$ cat src/rtl/dqti_pkg.sv
// Shared types and constants for the delta-queue timer insert block.
// Command and status bundles between controller and datapath, result codes.
// No dependencies.
package dqti_pkg;

	typedef logic [1:0] status_code_t;

	localparam status_code_t ST_SCHEDULED = 2'd0;
	localparam status_code_t ST_BAD_ARGS  = 2'd1;
	localparam status_code_t ST_FULL      = 2'd2;

	// controller -> datapath
	typedef struct packed {
		logic load;   // capture the request beat
		logic probe;  // one round-robin probe of the used flags
		logic rd;     // read delta and link of the current successor
		logic step;   // move the walk one entry on
		logic link;   // write the new entry and, if first, the head link
		logic fixup;  // patch predecessor link and successor delta
		logic emit;   // load the output register
	} dqti_cmd_t;

	// datapath -> controller
	typedef struct packed {
		logic bad_args;   // request on the slave port is rejected
		logic found;      // current probe hits a free slot
		logic exhausted;  // last probe missed
		logic at_null;    // walk reached the end of the list
		logic fits;       // successor delta <= remaining time
		logic out_busy;   // output register holds an untaken beat
	} dqti_stat_t;

endpackage

$ cat src/rtl/dqti_ctrl.sv
// Sequencing state machine for the delta-queue timer insert block.
// Drives dqti_cmd_t towards the datapath, reads dqti_stat_t back; uses dqti_pkg.
module dqti_ctrl import dqti_pkg::*; (
	input  logic       clk,
	input  logic       arst_n,
	input  logic       in_valid,
	output logic       in_ready,
	input  dqti_stat_t stat,
	output dqti_cmd_t  cmd
);

	typedef enum logic [6:0] {
		S_IDLE   = 7'b0000001,
		S_SEARCH = 7'b0000010,
		S_READ   = 7'b0000100,
		S_CHECK  = 7'b0001000,
		S_LINK   = 7'b0010000,
		S_FIXUP  = 7'b0100000,
		S_RESP   = 7'b1000000
	} state_t;

	state_t state_q, state_d;

	assign in_ready = (state_q == S_IDLE);

	always_comb begin
		state_d = state_q;
		cmd     = '0;
		case (state_q)
			S_IDLE: begin
				if (in_valid) begin
					cmd.load = 1'b1;
					state_d  = stat.bad_args ? S_RESP : S_SEARCH;
				end
			end
			S_SEARCH: begin
				cmd.probe = 1'b1;
				if (stat.found)
					state_d = S_READ;
				else if (stat.exhausted)
					state_d = S_RESP;
			end
			S_READ: begin
				if (stat.at_null) begin
					state_d = S_LINK;
				end else begin
					cmd.rd  = 1'b1;
					state_d = S_CHECK;
				end
			end
			S_CHECK: begin
				if (stat.fits) begin
					cmd.step = 1'b1;
					state_d  = S_READ;
				end else begin
					state_d = S_LINK;
				end
			end
			S_LINK: begin
				cmd.link = 1'b1;
				state_d  = S_FIXUP;
			end
			S_FIXUP: begin
				cmd.fixup = 1'b1;
				state_d   = S_RESP;
			end
			S_RESP: begin
				// hold until the output register is free
				if (!stat.out_busy) begin
					cmd.emit = 1'b1;
					state_d  = S_IDLE;
				end
			end
			default: begin
				state_d = S_IDLE;
			end
		endcase
	end

	always_ff @(posedge clk or negedge arst_n) begin
		if (!arst_n)
			state_q <= S_IDLE;
		else
			state_q <= state_d;
	end

endmodule

$ cat src/rtl/dqti_dpath.sv
// Datapath of the delta-queue timer insert block: used flags, allocation cursor,
// link and delta memories, walk registers and the output register. Uses dqti_pkg.
module dqti_dpath import dqti_pkg::*; #(
	parameter int EVENT_SLOTS = 32,
	parameter int HEAD_SLOT   = 0
) (
	input  logic         clk,
	input  logic         arst_n,
	input  dqti_cmd_t    cmd,
	output dqti_stat_t   stat,
	input  logic [39:0]  in_data,
	input  logic [8:0]   in_user,
	output logic         out_valid,
	input  logic         out_ready,
	output logic [71:0]  out_data,
	output logic [2:0]   out_user
);

	localparam int SW = $clog2(EVENT_SLOTS);
	localparam int LW = $clog2(EVENT_SLOTS + 1);
	localparam int XW = SW + 5;
	localparam logic [SW-1:0] HEAD_IDX  = SW'(HEAD_SLOT % EVENT_SLOTS);
	localparam logic [SW-1:0] LAST_IDX  = SW'(EVENT_SLOTS - 1);
	localparam logic [LW-1:0] NULL_LINK = LW'(EVENT_SLOTS);

	// control state
	logic [EVENT_SLOTS-1:0] used_q;
	logic [SW-1:0]          cursor_q;
	logic [SW-1:0]          probe_cnt_q;
	logic [LW-1:0]          head_link_q;
	logic                   out_valid_q;

	// payload
	status_code_t  stat_q;
	logic [30:0]   time_q;
	logic [30:0]   start_q;
	logic [7:0]    conn_q;
	logic [7:0]    type_q;
	logic [SW-1:0] slot_q;
	logic [SW-1:0] prev_q;
	logic [LW-1:0] nxt_q;
	logic [30:0]   rem_rd_q;
	logic [LW-1:0] link_rd_q;
	logic [30:0]   succ_q;
	logic [71:0]   out_data_q;
	logic [2:0]    out_user_q;

	logic [30:0] rem_mem   [EVENT_SLOTS];
	logic [LW-1:0] link_mem [EVENT_SLOTS];
	logic [46:0] rec_mem   [EVENT_SLOTS];

	logic [SW-1:0] cand;
	logic          found;
	logic          nxt_null;
	logic [SW-1:0] nxt_idx;
	logic [30:0]   succ_new;
	logic          ok;
	logic [XW-1:0] slot_ext, prev_ext;
	logic          bad_args;

	assign cand     = (cursor_q == LAST_IDX) ? '0 : cursor_q + 1'b1;
	assign found    = (cand != HEAD_IDX) && !used_q[cand];
	assign nxt_null = (nxt_q == NULL_LINK);
	assign nxt_idx  = nxt_q[SW-1:0];
	assign succ_new = rem_rd_q - time_q;
	assign bad_args = in_data[31] || !in_user[0];
	assign ok       = (stat_q == ST_SCHEDULED);
	assign slot_ext = XW'(slot_q);
	assign prev_ext = XW'(prev_q);

	assign stat.bad_args  = bad_args;
	assign stat.found     = found;
	assign stat.exhausted = !found && (probe_cnt_q == LAST_IDX);
	assign stat.at_null   = nxt_null;
	assign stat.fits      = (rem_rd_q <= time_q);
	assign stat.out_busy  = out_valid_q && !out_ready;

	always_ff @(posedge clk or negedge arst_n) begin
		if (!arst_n) begin
			used_q      <= '0;
			cursor_q    <= '0;
			probe_cnt_q <= '0;
			head_link_q <= NULL_LINK;
			out_valid_q <= 1'b0;
		end else begin
			if (cmd.load)
				probe_cnt_q <= '0;
			if (cmd.probe) begin
				// advance before testing; a miss on every slot wraps back
				cursor_q    <= cand;
				probe_cnt_q <= probe_cnt_q + 1'b1;
				if (found)
					used_q[cand] <= 1'b1;
			end
			if (cmd.link && (prev_q == HEAD_IDX))
				head_link_q <= LW'(slot_q);
			if (cmd.emit)
				out_valid_q <= 1'b1;
			else if (out_ready)
				out_valid_q <= 1'b0;
		end
	end

	always_ff @(posedge clk) begin
		if (cmd.load) begin
			stat_q  <= bad_args ? ST_BAD_ARGS : ST_SCHEDULED;
			time_q  <= in_data[30:0];
			start_q <= in_data[30:0];
			conn_q  <= in_data[39:32];
			type_q  <= in_user[8:1];
		end
		if (cmd.probe) begin
			if (found) begin
				slot_q <= cand;
				prev_q <= HEAD_IDX;
				nxt_q  <= head_link_q;
			end else if (probe_cnt_q == LAST_IDX) begin
				stat_q <= ST_FULL;
			end
		end
		if (cmd.step) begin
			time_q <= time_q - rem_rd_q;
			prev_q <= nxt_idx;
			nxt_q  <= link_rd_q;
		end
		if (cmd.fixup)
			succ_q <= succ_new;
		if (cmd.emit) begin
			out_user_q <= {ok && !nxt_null, stat_q};
			out_data_q <= {(ok && !nxt_null) ? succ_q : 31'd0,
			               ok ? time_q : 31'd0,
			               ok ? prev_ext[4:0] : 5'd0,
			               ok ? slot_ext[4:0] : 5'd0};
		end
	end

	// memories: one write and one registered read per cycle each
	always_ff @(posedge clk) begin
		if (cmd.rd) begin
			rem_rd_q  <= rem_mem[nxt_idx];
			link_rd_q <= link_mem[nxt_idx];
		end
		if (cmd.link) begin
			rem_mem[slot_q]  <= time_q;
			link_mem[slot_q] <= nxt_q;
			rec_mem[slot_q]  <= {start_q, type_q, conn_q};
		end
		if (cmd.fixup) begin
			if (prev_q != HEAD_IDX)
				link_mem[prev_q] <= LW'(slot_q);
			if (!nxt_null)
				rem_mem[nxt_idx] <= succ_new;
		end
	end

	assign out_valid = out_valid_q;
	assign out_data  = out_data_q;
	assign out_user  = out_user_q;

	a_head_never_used: assert property (@(posedge clk) disable iff (!arst_n)
		!used_q[HEAD_IDX])
		else $error("head slot marked used");

	a_reject_zero: assert property (@(posedge clk) disable iff (!arst_n)
		out_valid_q && (out_user_q[1:0] != ST_SCHEDULED) |-> (out_data_q == '0)
		&& !out_user_q[2])
		else $error("rejected beat carries non-zero fields");

	a_emit_free: assert property (@(posedge clk) disable iff (!arst_n)
		cmd.emit |-> !(out_valid_q && !out_ready))
		else $error("output register overwritten");

	a_new_slot_unlinked: assert property (@(posedge clk) disable iff (!arst_n)
		cmd.link |-> (nxt_q != LW'(slot_q)) && (head_link_q != LW'(slot_q)))
		else $error("new slot already in the list");

endmodule

$ cat src/rtl/delta_queue_timer_insert.sv
// Delta-queue timer insert: one result beat per request beat, one request in flight.
// After the accepting edge, bad arguments go straight to the response state; otherwise
// P round-robin probes (one per cycle, up to EVENT_SLOTS) find a free slot or a full table,
// then W entries are walked (read, compare) before the link, fixup and response states.
// s_tready returns as m_tvalid rises, so a new request is taken only once the last is done;
// an untaken result beat holds the next one. Reset clears used flags, head link, cursor, state.
module delta_queue_timer_insert import dqti_pkg::*; #(
	parameter int EVENT_SLOTS = 32,
	parameter int HEAD_SLOT   = 0
) (
	input  logic        clk,
	input  logic        arst_n,
	input  logic        s_tvalid,
	output logic        s_tready,
	input  logic [39:0] s_tdata,  // delay_ms[31:0], conn_id[39:32]
	input  logic [8:0]  s_tuser,  // conn_present[0], event_type[8:1]
	output logic        m_tvalid,
	input  logic        m_tready,
	output logic [71:0] m_tdata,  // slot[4:0], prev_slot[9:5], stored_delta[40:10],
	                              // successor_delta[71:41]
	output logic [2:0]  m_tuser   // status[1:0], has_successor[2]
);

	dqti_cmd_t  cmd;
	dqti_stat_t stat;

	dqti_ctrl u_ctrl (
		.clk      (clk),
		.arst_n   (arst_n),
		.in_valid (s_tvalid),
		.in_ready (s_tready),
		.stat     (stat),
		.cmd      (cmd)
	);

	dqti_dpath #(
		.EVENT_SLOTS (EVENT_SLOTS),
		.HEAD_SLOT   (HEAD_SLOT)
	) u_dpath (
		.clk       (clk),
		.arst_n    (arst_n),
		.cmd       (cmd),
		.stat      (stat),
		.in_data   (s_tdata),
		.in_user   (s_tuser),
		.out_valid (m_tvalid),
		.out_ready (m_tready),
		.out_data  (m_tdata),
		.out_user  (m_tuser)
	);

endmodule

$ cat config.mk
export PLATFORM = sky130hd
export DESIGN_NAME = delta_queue_timer_insert
export DESIGN_NICKNAME = d
export VERILOG_FILES = /design/src/rtl/dqti_pkg.sv /design/src/rtl/dqti_ctrl.sv /design/src/rtl/dqti_dpath.sv /design/src/rtl/delta_queue_timer_insert.sv
export SDC_FILE = /design/constraint.sdc
export NUM_CORES = 1
export LEC_CHECK = 0
export ABC_CLOCK_PERIOD_IN_PS = 6150
export BUFFER_PORTS_ARGS = -buffer_cell sky130_fd_sc_hd__buf_2
export CAP_MARGIN = 20
export CORE_UTILIZATION = 42
export DETAILED_ROUTE_END_ITERATION = 7
export PLACE_DENSITY = 0.63
export SYNTH_ARGS = -nofsm -noshare
export SYNTH_HDL_FRONTEND = slang
export SYNTH_SLANG_ARGS = --single-unit
$ cat constraint.sdc
create_clock -name clk -period 6.15 [get_ports clk]
set_clock_uncertainty 0.1 [all_clocks]
set_input_delay 0.9225 -clock clk [delete_from_list [all_inputs] [get_ports clk]]
set_output_delay 0.9225 -clock clk [all_outputs]
set_load 0.05 [all_outputs]
==> results.yml, run 1 <==
power:
  p_leak_nw: 21.9
  switchingPower_mw: 5.47
  finalPower_mw: 22.2
  power_density_nw_per_um2: 337
  internal_power_mw: 16.8
  swShare_pct: 24.6
  combPwrFrac_pct: 10.4
  clkPwrFrac_pct: 38.6
  seq_power_share_pct: 51.0
  vdd_drop_max_uv: 216
sta:
  period_share_pct: 72.7
  report.final.slew_viol_count: 0
  hold_viol_final: 0
  timing.max_slew.rel_slack_pct: 30.6
  finalSetupViolCount: 0
  fmax_mhz: 224
  worst_slew_pin_slew_ns: 1.04
  setup_tns_ns: 0
  rsz0062_at_grt: "no"
  worst_slack_ns: 1.68
  period_minus_slack_ns: 4.47
routing:
  antenna_left: 0
  drt_first_iter_violations: 2988
  drt_wl_total_mm: 137
  wire_per_inst_um: 26.6
  routed_via_density: 5.69
  dr.pass1.iters: 5
  drc: 0
  num_vias: 29230
critical_path:
  critPathKind: "register to register"
  cp_slowest_stage_delay_ns: 0.74
  cp_num_buf_inv: 1
  crit_chain: "nor4_1 -> nand2b_1 -> nor3b_4 -> nand2b_2 -> o32a_1 -> nor2_4 -> buf_4"
  start_kind: "register"
  end_kind: "register"
  critical_path_peak_fanout: 20
  cp.arrival_ns: 4.77
  crit_path_top_delay_cell: "nor2_4"
  worst_ep_required_time_ns: 6.45
  path_delay_family: "simple AND/OR/NAND/NOR gates"
clock_tree:
  cts_resized: 0
  h-tree-depth: 4
  post_cts_buffers: 0
  cts_buffers: 144
  cts_tree: "done"
  cts_root_buf: "clkbuf_16"
  ctsHoldBuffers: 0
  path_clk_slew_ns: 0.06
  clock_path_buffers: 3
  clock_sinks: 1431
  clk-insertion-delay-late_ns: 0.77
synthesis:
  yosysUniqueCellTypes: 75
  post_synth.cell_area_avg_um2: 19.0
  synthCells: 3061
  yosysTopAreaCell: "edfxtp_1"
  synthTopCellsByArea: "edfxtp_1 (71%), mux4_2 (14%), dfrtp_1 (2.3%), nand2_1 (1.5%), ha_1 (1.4%)"
  ys.warnings.count: 0
  syn_nets: 3181
  synth-edff-count: 1374
  synth_common_cells: "edfxtp_1 (1374), mux4_2 (371), nand2_1 (228)"
  yosysMostFrequentCell: "edfxtp_1"
  async_flop_share_pct: 3.84
  yosysSeqAreaShare_pct: 73.2
  syn-cell-area_um2: 58300
  synth_seq_cells: 1431
  synth_flop_cell: "edfxtp_1"
  netlist.area_leader.share_pct: 70.8
floorplanning:
  num_rows: 136
  initial_utilization_pct: 42.3
  num_io_pins: 130
  die-area_um2: 140000
  core-area_um2: 138000
  die_w_um: 375
  die_y_um: 375
placement:
  dp_hpwl_mm: 81.1
  place_area_um2: 61400
  place_congestion: 0.918
  dp_slack_ns: 1.70
  numPortBuffers: 113
final_layout:
  regArea_um2: 42700
  num_antenna_cells: 0
  area_delta_synth_final_pct: 13.2
  fillers: 11245
  utilization_pct: 47.9
  fin_nets: 3352
  final_area_um2: 66000
  multi_input_area_um2: 15000
  layout-drive-gt1-share_pct: 25.6
min_path:
  hp-class: "primary input to async pin"
grt:
  use_met2_pct: 32.2
  met3_usage_pct: 3.53
  grt_pass1_vias: 29459
  grt_pass1_wl_mm: 201
  antenna_found_initial: 3
  grt_max_degree: 130
  grt_overflow: 0
  busiest_layer: "met2"
  grtUsageTotal_pct: 19.6
  met1_usage_pct: 27.0
outcome:
  status: "completed"
run:
  maxCapViolCount: 0
## cells by family after synthesis
group                    after synthesis  share of synthesized area, %
adder cells (fa/ha/maj)               67                          1.46
multiplexers                         414                          15.2
AND/OR/NAND/NOR                      544                          4.32
XOR/XNOR                              58                         0.871
flip-flops                          1431                          73.2
AO/OA/AOI/OAI                        300                          3.31
buffers and inverters                247                          1.67
## metrics by stage
stage / cells / hold slack [ns]
CTS: 5138 / 0.169
finish: 5140 / 0.195
floorplan: 3061 / 0.320
global route: 5140 / 0.238
detailed placement: 4878 / 0.339
global placement: 4878 / 0.337
## flip-flops by register name, summed over array words and instances, names as in the netlist, 6 cells and up
name and flops:
u_dpath.rem_mem 992, u_ctrl.state_q 7, u_dpath.nxt_q 6, u_dpath.head_link_q 6, u_dpath.link_mem 192, u_dpath.out_data 72, u_dpath.used_q 31, u_dpath.link_rd_q 6
u_dpath.rem_rd_q 31, u_dpath.time_q 31, u_dpath.succ_q 31
## worst paths after layout
path | startpoint | endpoint | slack, ns | cells after the start
worst max-delay path | u_ctrl.state_q[3] | u_dpath.rem_mem[8][12] | 1.68 | 7
worst min-delay path | arst_n | u_dpath.used_q[29] | 0.20 | 2
worst max register to register | u_ctrl.state_q[3] | u_dpath.rem_mem[8][12] | 1.68 | 7
worst min register to register | u_dpath.used_q[26] | u_dpath.used_q[26] | 0.35 | 1
max in group asynchronous | arst_n | u_dpath.head_link_q[4] | 5.27 | 2
min in group clk | s_tdata[4] | u_dpath.time_q[4] | 0.33 | 3
## layout make-up
cell class,instances,share of cell area (%)
flip-flops and latches,1431,64.7
inverters,91,0.525
multi-input cells,1383,22.7
clock buffers,188,5.89
clock inverters,72,1.05
well taps,1794,3.40
repair buffers,181,1.75
## power groups by stage
stage	registers (mW)	logic [mW]	clock network (mW)
finish	11.3	2.30	8.58
global route	11.4	2.51	9.07
CTS	11.3	2.31	8.73
detailed placement	11.5	2.30	0
global placement	11.5	2.28	0
floorplan	11.8	1.33	0
## layout by cell type, fill, tap and decap left out, types with 10 or more instances in the layout
master and instances:
nor2_4 32, nand4_1 11, nand2_1 227, clkbuf_16 148
clkinv_2 15, o21bai_1 14, a21o_1 50, clkinv_1 29
and2_1 41, dfrtp_1 53, mux2_2 36, mux4_2 371
o21ai_0 68, buf_2 113, bufinv_16 10, nand3_1 16
inv_1 88, edfxtp_1 1374, a21oi_1 70, clkbuf_1 37
nor2_1 90, nor3_1 61, xnor2_1 37, o21ai_1 11
buf_4 62, xor2_1 21, ha_1 65
## per-layer routing
layer / up-vias / share of wire (%)
li1: 12613 / -
met1: 15413 / 42
met4: 0 / 2.0
met3: 207 / 6.3
met2: 997 / 50
met5: - / 0
(Power assumes the default switching activity.)
==> run 2: changes to the inputs <==
- ABC_AREA: not set -> 1
- ABC_CLOCK_PERIOD_IN_PS: 6150 -> 3700
- PLACE_DENSITY: 0.63 -> 0.65
- clock period: 6.15 -> 3.7 ns (I/O delays scaled with it)
==> run 2 against run 1 <==
Effect of this change:
- the flow now finishes with violations (DRC)
- clock power increased by 66%
- cell count increased by 36%
- design area rose by 4.2%
- largest cell class unchanged
==> results.yml, run 2 <==
outcome:
  status: "finished, violations left"
  violations: "DRC"
power:
  swShare_pct: 26.5
  internal_power_mw: 27.9
  p_leak_nw: 23.3
  clkPwrFrac_pct: 37.4
  seq_power_share_pct: 49.7
  combPwrFrac_pct: 12.9
  vdd_drop_max_uv: 442
  switchingPower_mw: 10.1
  power_density_nw_per_um2: 553
critical_path:
  r2r-start: "u_ctrl.state_q[0]"
  end_kind: "register"
  cp.arrival_ns: 3.90
  cp_slowest_stage_delay_ns: 0.97
  reg2reg_depth: 8
  start_kind: "register"
  worst_ep_required_time_ns: 4.08
  critical_path_peak_fanout: 21
  path_delay_family: "simple AND/OR/NAND/NOR gates"
  cp_num_buf_inv: 2
  startpoint: "u_ctrl.state_q[0]"
  crit_chain: "nor2_2 -> nand2_2 -> nor4_1 -> inv_1 -> nand2_1 -> nand3_2 -> nor2_4 -> buf_4"
  crit_path_top_delay_cell: "nor2_4"
  cp_num_cells: 8
  critPathKind: "register to register"
synthesis:
  synth_seq_cells: 1431
  synth_flop_cell: "edfxtp_1"
  synthCells: 4810
  netlist.area_leader.share_pct: 69.4
  syn-cell-area_um2: 59500
  synth_top_family_by_area: "compound AO/OA/AOI/OAI gates"
  yosysSeqAreaShare_pct: 71.8
  yosys.area_share.adder_pct: 1.44
  yosysMostFrequentCell: "edfxtp_1"
  yosysUniqueCellTypes: 46
  syn_nets: 4930
  async_flop_share_pct: 3.84
  synth_simple_gate_area_share_pct: 9.54
  ys.warnings.count: 0
  synth-edff-count: 1374
  synth-compound-area-share_pct: 13.0
  synth_common_cells: "edfxtp_1 (1374), nor2_1 (918), o21ai_0 (760)"
  synth_xor_area_share_pct: 0.840
  yosysTopAreaCell: "edfxtp_1"
  post_synth.cell_area_avg_um2: 12.4
  muxShareOfSynthArea_pct: 0
  synthTopCellsByArea: "edfxtp_1 (69%), o21ai_0 (6.4%), nor2_1 (5.8%), o221ai_1 (3.3%), nand2_1 (2.3%)"
routing:
  routed_via_density: 5.75
  drt_first_iter_violations: 4850
  drt_wl_total_mm: 167
  antenna_left: 0
  num_vias: 40281
  dr.pass1.iters: 8
  drc: 1
  wire_per_inst_um: 23.9
clock_tree:
  cts_tree: "done"
  clk-insertion-delay-late_ns: 0.79
  cts_buffers: 140
  h-tree-depth: 4
  cts_root_buf: "clkbuf_16"
  clock_path_buffers: 3
  post_cts_buffers: 0
  cts_resized: 0
  clock_sinks: 1431
  path_clk_slew_ns: 0.06
floorplanning:
  die_w_um: 378
  core-area_um2: 140000
  initial_utilization_pct: 42.5
  num_io_pins: 130
  num_rows: 137
  die-area_um2: 143000
  die_y_um: 378
grt:
  grt_pass1_vias: 38212
  antenna_found_initial: 9
  grt_overflow: 0
  grtUsageTotal_pct: 23.2
  grt_max_degree: 161
  grt_pass1_wl_mm: 247
placement:
  numPortBuffers: 113
  dp_slack_ns: 0.189
  dp_hpwl_mm: 98.6
  place_congestion: 0.897
  place_area_um2: 63900
sta:
  worst_slew_pin_slew_ns: 1.21
  worst_slack_ns: 0.181
  period_minus_slack_ns: 3.52
  fmax_mhz: 284
  rsz0062_at_grt: "no"
  timing.max_slew.rel_slack_pct: 19.3
  hold_viol_final: 0
  report.final.slew_viol_count: 0
  period_share_pct: 95.1
  finalSetupViolCount: 0
final_layout:
  largest_reg_flops: 992
  multi_input_area_um2: 15200
  regArea_um2: 42700
  final_common_cell: "edfxtp_1"
  final_area_um2: 68700
  layout-drive-gt1-share_pct: 12.5
  top_register: "u_dpath.rem_mem"
  fin_nets: 5130
  fillers: 12055
  area_delta_synth_final_pct: 15.6
  most-common-layout-cells: "edfxtp_1 (1374), nor2_1 (881), o21ai_0 (726), nand2_1 (354), o221ai_1 (222)"
run:
  maxCapViolCount: 0
min_path:
  hp-start: "s_tdata[20]"
  hold_path_depth: 3
  hp-class: "primary input to register"
## run 2: kinds of logic (layout without fill, tap and decap cells)
| logic type | after synthesis | after routing |
|---|---|---|
| AO/OA/AOI/OAI | 1290 | 1290 |
| adder cells (fa/ha/maj) | 67 | 67 |
| buffers and inverters | 528 | 843 |
| flip-flops | 1431 | 1431 |
| XOR/XNOR | 57 | 57 |
| AND/OR/NAND/NOR | 1437 | 1437 |
| other | 0 | 2 |
## run 2: per-layer routing
layer / wire length, µm / vias to the layer above / global-route usage [%]
li1: - / 18049 / -
met1: 68300 / 20023 / 31.8
met2: 79800 / 1896 / 38.0
met3: 14000 / 313 / 3.52
met4: 4930 / 0 / 7.41
met5: 0 / - / 0
## run 2: timing repair
action / CTS / global route
endpoints found under the hold margin: 62 / 0
setup endpoints to repair: 0 / 0
hold buffers: 31 / 0
## run 2: through the flow
step / hold WS [ns] / util [%] / instances / power [mW] / TNS, ns
after CTS: 0.00172 / 49.1 / 7000 / 38.1 / 0
after detailed placement: 0.338 / 45.6 / 6712 / 24.1 / 0
after global routing: 0.0253 / 49.1 / 7001 / 39.2 / 0
after global placement: 0.335 / 45.6 / 6710 / 24.0 / 0
final: 0.0439 / 49.1 / 7003 / 38.0 / 0
after floorplan: 0.159 / - / 4810 / 22.2 / -882.42
## run 2: area by class of cell
| class | instances | share of cell area, % |
|---|---|---|
| repair buffers | 360 | 4.55 |
| clock buffers | 155 | 5.30 |
| multi-input cells | 2851 | 22.0 |
| diodes | 2 | 0.00728 |
| flip-flops and latches | 1431 | 62.1 |
| well taps | 1876 | 3.41 |
| inverters | 226 | 1.27 |
| clock inverters | 102 | 1.34 |
## run 2: power groups by stage
| stage | Clock (mW) | Sequential, mW | Combinational [mW] |
|---|---|---|---|
| finish | 14.2 | 18.9 | 4.92 |
| global route | 15.0 | 18.9 | 5.34 |
| CTS | 14.4 | 18.9 | 4.90 |
| detailed placement | 0 | 19.2 | 4.86 |
| global placement | 0 | 19.2 | 4.81 |
| floorplan | 0 | 19.7 | 2.50 |
## run 2: final timing paths
path,end,slack [ns]
worst max-delay path,u_dpath.rem_mem[27][16],0.18
worst min-delay path,u_dpath.time_q[20],0.04
worst max register to register,u_dpath.rem_mem[27][16],0.18
worst min register to register,u_dpath.head_link_q[5],0.35
max in group asynchronous,u_ctrl.state_q[0],2.38
min in group asynchronous,u_dpath.head_link_q[4],0.28
## run 2: worst min-delay path, stage by stage
cell     delay, ns
buf_2         0.11
nand2_1       0.08
nand2_1       0.07
